==> src/rtl/spv_pkg.sv <==
// Shared types and constants of the spike peak/valley feature block.
// Used by spv_ctrl, spv_dp and spike_peak_valley_features_top; depends on nothing.
package spv_pkg;

    localparam int SAMPLE_BITS = 16;
    localparam int POS_W       = 10;   // signed scan position, covers -512 .. 511
    localparam int CFG_IDX_W   = 3;
    localparam int CFG_DATA_W  = 10;
    localparam int IN_DATA_W   = 32;
    localparam int OUT_DATA_W  = 72;

    // configuration register indexes
    localparam logic [CFG_IDX_W-1:0] CFG_NUM_CHANNELS   = 3'd0;
    localparam logic [CFG_IDX_W-1:0] CFG_PEAK_CENTER    = 3'd1;
    localparam logic [CFG_IDX_W-1:0] CFG_PEAK_HALFWIDTH = 3'd2;
    localparam logic [CFG_IDX_W-1:0] CFG_VALLEY_BEFORE  = 3'd3;
    localparam logic [CFG_IDX_W-1:0] CFG_VALLEY_AFTER   = 3'd4;
    localparam logic [CFG_IDX_W-1:0] CFG_TIME_SCALE     = 3'd5;

    // reset values of the configuration registers
    localparam logic [2:0] RST_NUM_CHANNELS   = 3'd4;
    localparam logic [6:0] RST_PEAK_CENTER    = 7'd64;
    localparam logic [5:0] RST_PEAK_HALFWIDTH = 6'd16;
    localparam logic [3:0] RST_VALLEY_BEFORE  = 4'd7;
    localparam logic [3:0] RST_VALLEY_AFTER   = 4'd7;
    localparam logic [9:0] RST_TIME_SCALE     = 10'd200;

    typedef enum logic [2:0] {
        ST_LOAD,
        ST_PK_INIT,
        ST_PK_SCAN,
        ST_PK_DRAIN,
        ST_VL_INIT,
        ST_VL_SCAN,
        ST_VL_DRAIN,
        ST_FINISH
    } state_t;

    typedef enum logic [2:0] {
        OP_NONE,
        OP_PK_INIT,
        OP_PK_SCAN,
        OP_VL_INIT,
        OP_VL_SCAN,
        OP_FINISH
    } op_t;

    typedef enum logic [1:0] {
        RD_PK_INIT,
        RD_PK_SCAN,
        RD_VL_INIT,
        RD_VL_SCAN
    } rd_kind_t;

    typedef struct packed {
        op_t  op;
        logic sample_wr;
    } cmd_t;

    typedef struct packed {
        logic scan_last;
        logic out_busy;
    } sts_t;

endpackage

==> src/rtl/spv_ctrl.sv <==
// Sequencer of the spike peak/valley feature block: load, peak scan, valley scan, finish.
// Depends on spv_pkg; drives the command struct of spv_dp.
module spv_ctrl (
    input  logic          aclk,
    input  logic          aresetn,
    input  logic          s_tvalid,
    input  logic          s_tlast,
    output logic          s_tready,
    input  spv_pkg::sts_t sts,
    output spv_pkg::cmd_t cmd
);
    import spv_pkg::*;

    state_t state_reg, state_next;

    always_ff @(posedge aclk) begin
        if (!aresetn) begin
            state_reg <= ST_LOAD;
        end else begin
            state_reg <= state_next;
        end
    end

    always_comb begin
        state_next    = state_reg;
        s_tready      = 1'b0;
        cmd.op        = OP_NONE;
        cmd.sample_wr = 1'b0;
        unique case (state_reg)
            ST_LOAD: begin
                s_tready      = 1'b1;
                cmd.sample_wr = s_tvalid;
                if (s_tvalid && s_tlast) begin
                    state_next = ST_PK_INIT;
                end
            end
            ST_PK_INIT: begin
                cmd.op     = OP_PK_INIT;
                state_next = ST_PK_SCAN;
            end
            ST_PK_SCAN: begin
                cmd.op = OP_PK_SCAN;
                if (sts.scan_last) begin
                    state_next = ST_PK_DRAIN;
                end
            end
            ST_PK_DRAIN: begin
                state_next = ST_VL_INIT;
            end
            ST_VL_INIT: begin
                cmd.op     = OP_VL_INIT;
                state_next = ST_VL_SCAN;
            end
            ST_VL_SCAN: begin
                cmd.op = OP_VL_SCAN;
                if (sts.scan_last) begin
                    state_next = ST_VL_DRAIN;
                end
            end
            ST_VL_DRAIN: begin
                state_next = ST_FINISH;
            end
            ST_FINISH: begin
                // hold until the output register is free
                if (!sts.out_busy) begin
                    cmd.op     = OP_FINISH;
                    state_next = ST_LOAD;
                end
            end
            default: begin
                state_next = ST_LOAD;
            end
        endcase
    end

endmodule

==> config.mk <==
export PLATFORM = sky130hd
export DESIGN_NAME = spv_ctrl
export DESIGN_NICKNAME = d
export VERILOG_FILES = /design/src/rtl/spv_pkg.sv /design/src/rtl/spv_ctrl.sv
export SDC_FILE = /design/constraint.sdc
export NUM_CORES = 1
export LEC_CHECK = 0
export ABC_AREA = 1
export BUFFER_PORTS_ARGS = -buffer_cell sky130_fd_sc_hd__buf_2
export CAP_MARGIN = 20
export CORE_AREA = 2 2 39 41
export CTS_CLUSTER_SIZE = 16
export DETAILED_ROUTE_END_ITERATION = 10
export DIE_AREA = 0 0 41 43
export GPL_ROUTABILITY_DRIVEN = 0
export SLEW_MARGIN = 20
export SYNTH_ARGS = -nofsm -noshare
export SYNTH_HDL_FRONTEND = slang
export SYNTH_SLANG_ARGS = --single-unit
==> constraint.sdc <==
create_clock -name aclk -period 1.3 [get_ports aclk]
set_clock_uncertainty 0.15 [all_clocks]
set_input_delay 0.065 -clock aclk [delete_from_list [all_inputs] [get_ports aclk]]
set_output_delay 0.065 -clock aclk [all_outputs]
set_load 0.1 [all_outputs]
=== Word level (Yosys, flattened, before mapping) ===
Index checks and enable logic that the tools add are counted.

* Output and inout bits: 5
* Input port bits: 6
* Word-level logic and storage cells: 24
* Register bits after elaboration: 3

* Eq/ne operators: 11
* Reduce and logical (&&, ||, !) cells: 3
* Muxes and demuxes: 9

{| class="wikitable"
|+ Operator list
! operator !! number
|-
| $pmux W3 S8 || 1
|-
| $mux W3 || 5
|-
| $pmux W3 S5 || 1
|-
| $eq A3 B3 Y1 const B || 4
|-
| $ne A2 B2 Y1 const B || 4
|-
| $eq A3 B2 Y1 const B || 2
|-
| $reduce_and A4 Y1 || 1
|-
| $eq A3 B1 Y1 const B || 1
|-
| $logic_not A3 Y1 || 1
|-
| $mux W1 || 2
|-
| $logic_and A1 B1 Y1 || 1
|}

=== Longest topological paths before layout ===
Gate-level depths: netlist of the first run.

* Word-level depth: 3
* Gate-level depth with buffers: 9
* Mapped depth without buffers: 9

=== Worst setup path after synthesis of the first run ===
No wires, ideal clock.

* Path kind: reg2out
* From: register state_reg[0]
* To: output cmd[0] in the netlist's numbering
* Required time: 1.085 ns
* Path buffers: 0
* Setup slack: -0.837 ns
* Stages on the path, launching flop included: 5
* Arrival: 1.922 ns
* Cells stage by stage: dfxtp_1 inv_1 ha_1 nand2_1 nor2_1

{| class="wikitable"
|+ RTL lines
! what !! line !! source
|-
| start, declared || spv_ctrl.sv:14 || <nowiki>state_t state_reg, state_next;</nowiki>
|-
| start signal, assigned || spv_ctrl.sv:20 || <nowiki>state_reg <= state_next;</nowiki>
|-
| end, declared || spv_ctrl.sv:10 || <nowiki>output spv_pkg::cmd_t cmd</nowiki>
|}

==> metrics.cfg, run 1 <==
[cts]
cts_tree=done
cts_made_buffers=3
root_buffer=clkbuf_4
path_clk_slew_ps=40
cts_buffer_depth=2
clock_sinks=3
cts_max_level=1
clk_latency_ps=230

[detailed_routing]
drc=0
drt_iter0_markers=1
post_drt_wl_per_cell_um=8.56
vias=422
wirelength_um=847
via_per_inst=4.26
dr.pass1.iters=4
ant_nets=0

[die]
fp.dieH_um=43
die_w_um=41
coreArea_sq_um=1380
num_io_pins=11
rows=14
start_util=0.265
fp.dieArea_sq_um=1760

[final_layout]
finalNetCount=94
mostFrequentLayoutCells=nand2_1 (10), buf_4 (9), nand2_2 (6), nor2_1 (6), buf_12 (6)
layout-drive-gt1-share=0.699
utilization=0.558
layout_commonest_cell=nand2_1
syn_to_final_growth_pct=111
largest_reg_flops=3
num_antenna_cells=0

[synth]
synthesis.instances=58
synth_seq_cells=3
ys_types=17
syn_avg_cell_area_sq_um=6.32
yosys_warnings=0
syn_nets=68
yosysSeqAreaShare=0.164
netlist_area_sq_um=367

[critical_path]
startpoint=state_reg[0]
cp.required_ps=1090
crit_path_end_kind=primary output
reg2reg_slack_ps=-180
rr_startpoint=state_reg[1]
critPathCapture=cmd[1]
reg2reg_to=state_reg[0]
r2r_cells=10
crit_arrival_ps=1310
cp-start-kind=register
crit_fanout=4
crit_type=reg2out

[place]
port_buffers=10
dpl.hpwl_um=659

[outcome]
status=finished with violations
violations=negative setup slack

[global_routing]
met1_usage=0.138
grt_pass1_wl_mm=1.50
antenna_found_initial=0
top_usage_layer=met2
gr-usage-met3=0.0785
grt.overflow.total=0
use_met2=0.206
grt_pass1_vias=396
grt_max_degree=9
grt.total_usage=0.124

[sta]
slew_headroom=0.884
period_needed_ps=1530
setup_slack_ps=-228
tightest_slew_ps=173
fmax_mhz=654
rsz0062_at_grt=yes
final-hold-violation-count=0
final-setup-viol-count=8
slew_viol_final=0
period_share=1.18

[hold_path]
hp-class=in2reg

[run]
max_cap_violations=0

==> critical path, stage by stage, from the launching register on <==
cell	delay (ps)
dfxtp_4	380
ha_4	140
nand2_2	50
or2_4	260
nand2_4	80
buf_12	160
==> how the worst min path moves through the flow <==
stage,startpoint,to,slack [ps],cells past startpoint
detailed placement,aresetn,state_reg[0],170,3
floorplan,aresetn,state_reg[0],30,2
finish,s_tlast,state_reg[2],130,5
CTS,s_tlast,state_reg[2],110,5
global route,s_tlast,state_reg[2],170,5
global placement,aresetn,state_reg[1],170,3
==> metal layers <==
layer  part of all wire  wire (um)
met3              0.039         33
met4             0.0083          7
met1               0.43        363
met2               0.52        442
met5                  0          0
==> final cells by class <==
| type | count | area (sq um) |
|---|---|---|
| clock buffer | 4 | 26.3 |
| fill | 112 | 612 |
| inverter | 10 | 51.3 |
| multi-input combinational | 44 | 373 |
| sequential | 3 | 67.6 |
| tap | 16 | 20.0 |
| timing repair buffer | 22 | 234 |
==> cells by family after synthesis <==
logic type               synth area share
AND/OR/NAND/NOR                     0.509
buffers and inverters               0.147
adder cells (fa/ha/maj)             0.137
flip-flops                          0.164
AO/OA/AOI/OAI                      0.0444
==> repair_timing <==
item | CTS | global route
hold buffers | 1 | 0
resized for setup | 14 | 4
hold endpoints to repair | 3 | 0
pin swaps | 10 | 8
setup endpoints to repair | 8 | 8
buffers inserted | 3 | 0
==> synth_stat cells (all sizes together) <==
cell / number / area share
dfxtp: 3 / 0.16
inv: 10 / 0.12
o21bai: 1 / 0.031
or2: 1 / 0.017
ha: 4 / 0.14
nand2: 21 / 0.26
buf: 1 / 0.031
nor2: 11 / 0.14
a21oi: 1 / 0.014
nand3: 5 / 0.096
==> metrics by stage <==
stage               cells  setup slack, ps  TNS [ps]  hold slack, ps  instance area, sq um
floorplan              58            -32.4     -98.0            33.3                   438
global placement       91            -98.3      -320             166                   644
detailed placement     91             -123      -536             167                   644
CTS                    99             -250     -1400             113                   761
global route           99             -277     -1830             170                   772
finish                 99             -228     -1370             132                   772
Power of run 1 is not shown: default switching activity piles up to over one toggle a cycle in this logic, so the estimate is an artifact.
==> run 2: changes to the inputs <==
- ABC_AREA: 1 -> unset
==> metrics.cfg, run 2 <==
[detailed_routing]
drc=0  ; unchanged
drt_iter0_markers=3  ; was 1
ant_nets=0  ; unchanged
post_drt_wl_per_cell_um=10.3  ; was 8.56 um
dr.pass1.iters=2  ; was 4
vias=357  ; was 422
wirelength_um=805  ; was 847 um
via_per_inst=4.58  ; was 4.26

[cts]
clk_latency_ps=240  ; was 230 ps
cts_max_level=1  ; unchanged
root_buffer=clkbuf_4  ; unchanged
cts_made_buffers=3  ; unchanged
path_clk_slew_ps=40  ; about the same
cts_buffer_depth=2  ; unchanged
clock_sinks=3  ; unchanged
cts_tree=done  ; unchanged

[synth]
synth_seq_cells=3  ; unchanged
ys_types=20  ; was 17
yosys.area.top_type=dfxtp_1  ; was nand2_1
netlist_area_sq_um=312  ; was 367 sq um
ys.flop_type=dfxtp_1  ; unchanged
synth-edff-count=0  ; unchanged
syn_nets=47  ; was 68
synth.top_cells.by_count=nand2_1 (5), ha_1 (4)  ; was nand2_1 (17), nor2_1 (9), inv_1 (7), ha_1 (4)
async_reset_ff_frac=0  ; unchanged
yosys_warnings=0  ; unchanged
syn_avg_cell_area_sq_um=8.42  ; was 6.32 sq um
synthesis.instances=37  ; was 58
synth_top_area_frac=0.193  ; was 0.174
synth.most_common_cell=nand2_1  ; unchanged
ys_top_cells_by_area=dfxtp_1 (19%), ha_1 (16%), mux2i_1 (9.6%)  ; was nand2_1 (17%), dfxtp_1 (16%), ha_1 (14%)
yosysSeqAreaShare=0.193  ; was 0.164

[global_routing]
grt.total_usage=0.112  ; was 0.124
grt_max_degree=6  ; was 9
grt.overflow.total=0  ; unchanged
antenna_found_initial=0  ; unchanged
grt_pass1_vias=316  ; was 396
grt_pass1_wl_mm=1.35  ; was 1.50 mm

[critical_path]
reg2reg_slack_ps=-270  ; was -180 ps
crit_path_end_kind=primary output  ; unchanged
crit_type=reg2out  ; unchanged
cp.required_ps=1090  ; about the same
r2r_cells=6  ; was 10
crit_arrival_ps=1380  ; was 1310 ps
rr_startpoint=state_reg[0]  ; was state_reg[1]
crit_fanout=4  ; unchanged
reg2reg_to=state_reg[1]  ; was state_reg[0]
cp-start-kind=register  ; unchanged

[die]
coreArea_sq_um=1380  ; unchanged
die_w_um=41  ; unchanged
fp.dieArea_sq_um=1760  ; unchanged
rows=14  ; unchanged
fp.dieH_um=43  ; unchanged
start_util=0.225  ; was 0.265
num_io_pins=11  ; unchanged

[sta]
setup_tns_ps=-2150  ; was -1370 ps
slew_headroom=0.841  ; was 0.884
rsz0062_at_grt=yes  ; unchanged
final-hold-violation-count=0  ; unchanged
period_needed_ps=1600  ; was 1530 ps
tightest_slew_ps=236  ; was 173 ps
fmax_mhz=626  ; was 654 MHz
period_share=1.23  ; was 1.18
final-setup-viol-count=8  ; unchanged
slew_viol_final=0  ; unchanged
setup_slack_ps=-296  ; was -228 ps

[final_layout]
largest_reg_flops=3  ; unchanged
mostFrequentLayoutCells=buf_4 (9), buf_2 (5), buf_12 (5)  ; was nand2_1 (10), buf_4 (9), nand2_2 (6), nor2_1 (6), buf_12 (6)
num_antenna_cells=0  ; unchanged
syn_to_final_growth_pct=115  ; was 111%
finalNetCount=73  ; was 94
layout_commonest_cell=buf_4  ; was nand2_1
fin_cells=78  ; was 99
layout-drive-gt1-share=0.726  ; was 0.699

[hold_path]
hold_depth=3  ; was 5
min_to=state_reg[2]  ; unchanged
hp-class=in2reg  ; unchanged
min-delay-start=sts[1]  ; was s_tlast

[run]
max_cap_violations=0  ; unchanged

[place]
port_buffers=10  ; unchanged
dpl.hpwl_um=607  ; was 659 um
placedCellCount=69  ; was 91

[outcome]
status=finished with violations  ; unchanged
violations=negative setup slack  ; unchanged

## run 2: cells by family after synthesis
family | synth area share
muxes | 0.0964
and+or+nand+nor | 0.245
adders and majority gates | 0.161
DFF | 0.193
buffers and inverters | 0.0723
AOI/OAI and AO/OA | 0.233
## run 2: final cells by class
class | count | area (sq um)
clock buffers | 4 | 26.3
fillers | 128 | 713
inverters | 3 | 20.0
multi-input cells | 30 | 312
flip-flops and latches | 3 | 67.6
well taps | 16 | 20.0
repair buffers | 22 | 225
## run 2: repair_timing
action / in CTS / in global routing
pin swaps: 2 / 1
gates resized for setup: 13 / 2
endpoints found under the hold margin: 2 / 0
hold buffers: 1 / 0
setup buffers: 3 / 1
endpoints found under the setup margin: 8 / 8
## run 2: metrics by stage
stage	cell area [sq um]	hold slack [ps]	utilization	setup slack, ps
after floorplan	362	53.2	-	-380
after global placement	548	209	0.396	-232
after detailed placement	548	209	0.396	-285
after CTS	657	16.3	0.475	-298
after global routing	671	31.3	0.485	-348
final	671	21.0	0.485	-296
## run 2: layer usage
layer	wire length [um]	GRT usage
met1	321	0.135
met2	464	0.181
met3	20	0.0471
met4	0	0.0200
met5	0	0
## run 2: critical path, stage by stage, from the launching register on
cell        delay [ps]
dfxtp_4            380
inv_4               50
ha_4               160
buf_6              120
nand2b_4            70
clkinvlp_4          70
and2_4             140
buf_12             160
## run 2: how the worst max path moves through the flow
stage,startpoint,endpoint,slack (ps),depth (start not counted)
3_3_place_gp,state_reg[0],state_reg[2],-230,5
3_5_place_dp,state_reg[0],state_reg[2],-280,5
5_1_grt,state_reg[0],cmd[0],-350,7
6_report,state_reg[1],cmd[0],-300,7
2_1_floorplan,state_reg[1],cmd[0],-380,5
4_1_cts,state_reg[0],cmd[0],-300,7
Power of run 2 is left out for the same reason.
==> run 3: changes to the inputs <==
- clock period: 1.3 -> 1.57 ns (I/O delays scaled with it)
==> metrics.cfg, run 3 (synthesis results as in run 2) <==
[outcome]
status=finished with violations  ; unchanged
violations=negative setup slack  ; unchanged

[critical_path]
crit_path_top_delay_cell=dfxtp_4  ; unchanged
cp-start-kind=register  ; unchanged
rr_startpoint=state_reg[0]  ; unchanged
crit_path_end_kind=primary output  ; unchanged
reg2reg_to=state_reg[2]  ; was state_reg[1]
reg2reg_slack_ps=-10  ; was -270 ps
cp.required_ps=1340  ; was 1090 ps
cp_num_cells=7  ; unchanged
critical_path_buf_inv_count=4  ; unchanged
path_delay_family=buffers and inverters  ; unchanged
startpoint=state_reg[0]  ; was state_reg[1]
cp_cell_sequence=inv_4, ha_4, buf_6, nand2b_4, clkinvlp_4, and2_4, buf_12  ; unchanged
crit_fanout=4  ; unchanged
critPathCapture=cmd[0]  ; unchanged
slowest_delay_ps=380  ; about the same
r2r_cells=5  ; was 6
crit_type=reg2out  ; unchanged
crit_arrival_ps=1370  ; was 1380 ps

[cts]
clock_sinks=3  ; unchanged
cts_buffer_depth=2  ; unchanged
cts_made_buffers=3  ; unchanged
cts_tree=done  ; unchanged
root_buffer=clkbuf_4  ; unchanged
clk_latency_ps=230  ; was 240 ps
path_clk_slew_ps=40  ; about the same
cts_max_level=1  ; unchanged

[detailed_routing]
drc=0  ; unchanged
vias=316  ; was 357
drt_iter0_markers=2  ; was 3
post_drt_wl_per_cell_um=9.76  ; was 10.3 um
dr.pass1.iters=4  ; was 2
wirelength_um=703  ; was 805 um
via_per_inst=4.39  ; was 4.58
ant_nets=0  ; unchanged

[global_routing]
grt_pass1_vias=309  ; was 316
antenna_found_initial=0  ; unchanged
grt.total_usage=0.0993  ; was 0.112
grt_pass1_wl_mm=1.18  ; was 1.35 mm
grt_max_degree=9  ; was 6
grt.overflow.total=0  ; unchanged

[final_layout]
num_antenna_cells=0  ; unchanged
syn_to_final_growth_pct=96.0  ; was 115%
finalNetCount=67  ; was 73
stdcell_area_sq_um=611  ; was 671 sq um
fillers=136  ; was 128
mostFrequentLayoutCells=nand2_1 (5), buf_2 (5), buf_12 (5)  ; was buf_4 (9), buf_2 (5), buf_12 (5)
layout-drive-gt1-share=0.661  ; was 0.726
largest_reg_flops=3  ; unchanged

[die]
start_util=0.225  ; unchanged
fp.dieH_um=43  ; unchanged
coreArea_sq_um=1380  ; unchanged
rows=14  ; unchanged
die_w_um=41  ; unchanged
num_io_pins=11  ; unchanged
fp.dieArea_sq_um=1760  ; unchanged

[place]
post_dp_cell_area_sq_um=509  ; was 548 sq um
dpl.hpwl_um=510  ; was 607 um
port_buffers=10  ; unchanged

[sta]
period_share=1.02
period_needed_ps=1600
fmax_mhz=626
slew_viol_final=0  ; unchanged
tightest_slew_ps=227  ; was 236 ps
setup_slack_ps=-26.3  ; was -296 ps
rsz0062_at_grt=yes  ; unchanged
final-setup-viol-count=4  ; was 8
final-hold-violation-count=0  ; unchanged
slew_headroom=0.847  ; was 0.841

[hold_path]
hold_depth=3  ; unchanged
min-delay-start=sts[1]  ; unchanged
hp-class=in2reg  ; unchanged

[run]
max_cap_violations=0  ; unchanged

==> run 3: repair_timing <==
| item | CTS | global route |
|---|---|---|
| gates resized for setup | 14 | 0 |
| hold endpoints to repair | 2 | 0 |
| setup endpoints to repair | 4 | 7 |
| hold buffers | 1 | 0 |
| cloned | 0 | 0 |
| setup buffers | 2 | 0 |
==> run 3: layout make-up <==
type,count,area (sq um),area share
timing repair buffer,16,176,0.289
multi-input combinational,30,300,0.492
tap,16,20.0,0.0328
inverter,3,20.0,0.0328
sequential,3,67.6,0.111
clock buffer,4,26.3,0.0430
==> run 3: worst min path at each step <==
stage / to
after global placement: state_reg[1]
after CTS: state_reg[2]
final: state_reg[2]
after detailed placement: state_reg[1]
after global routing: state_reg[2]
after floorplan: state_reg[1]
==> run 3: routing by layer <==
metal,wire length (um),part of all wire,GRT usage,vias to the layer above
met5,0,0,0,-
met4,0,0,0.0200,0
met3,14,0.020,0.0471,0
met2,410,0.58,0.178,4
met1,277,0.39,0.0962,147
li1,-,-,-,165
==> run 3: worst reg2reg max path, delay by kind of cell, from the launching register on <==
kind | cells | cell delay (ps)
AND/OR/NAND/NOR | 1 | 520
flip-flops | 1 | 380
adder cells (fa/ha/maj) | 1 | 200
AO/OA/AOI/OAI | 2 | 170
buffers and inverters | 1 | 50
==> run 3: through the flow <==
stage	setup slack, ps	util	std cells	hold WS (ps)	TNS [ps]
final	-26.3	0.441	72	48.6	-58.1
after global routing	-89.6	0.441	72	52.2	-356
after CTS	-36.6	0.441	72	35.2	-73.3
after detailed placement	-18.9	0.368	65	225	-18.9
after global placement	14.7	0.368	65	222	0
after floorplan	-124	-	37	66.7	-146
Power of run 3 is left out for the same reason.
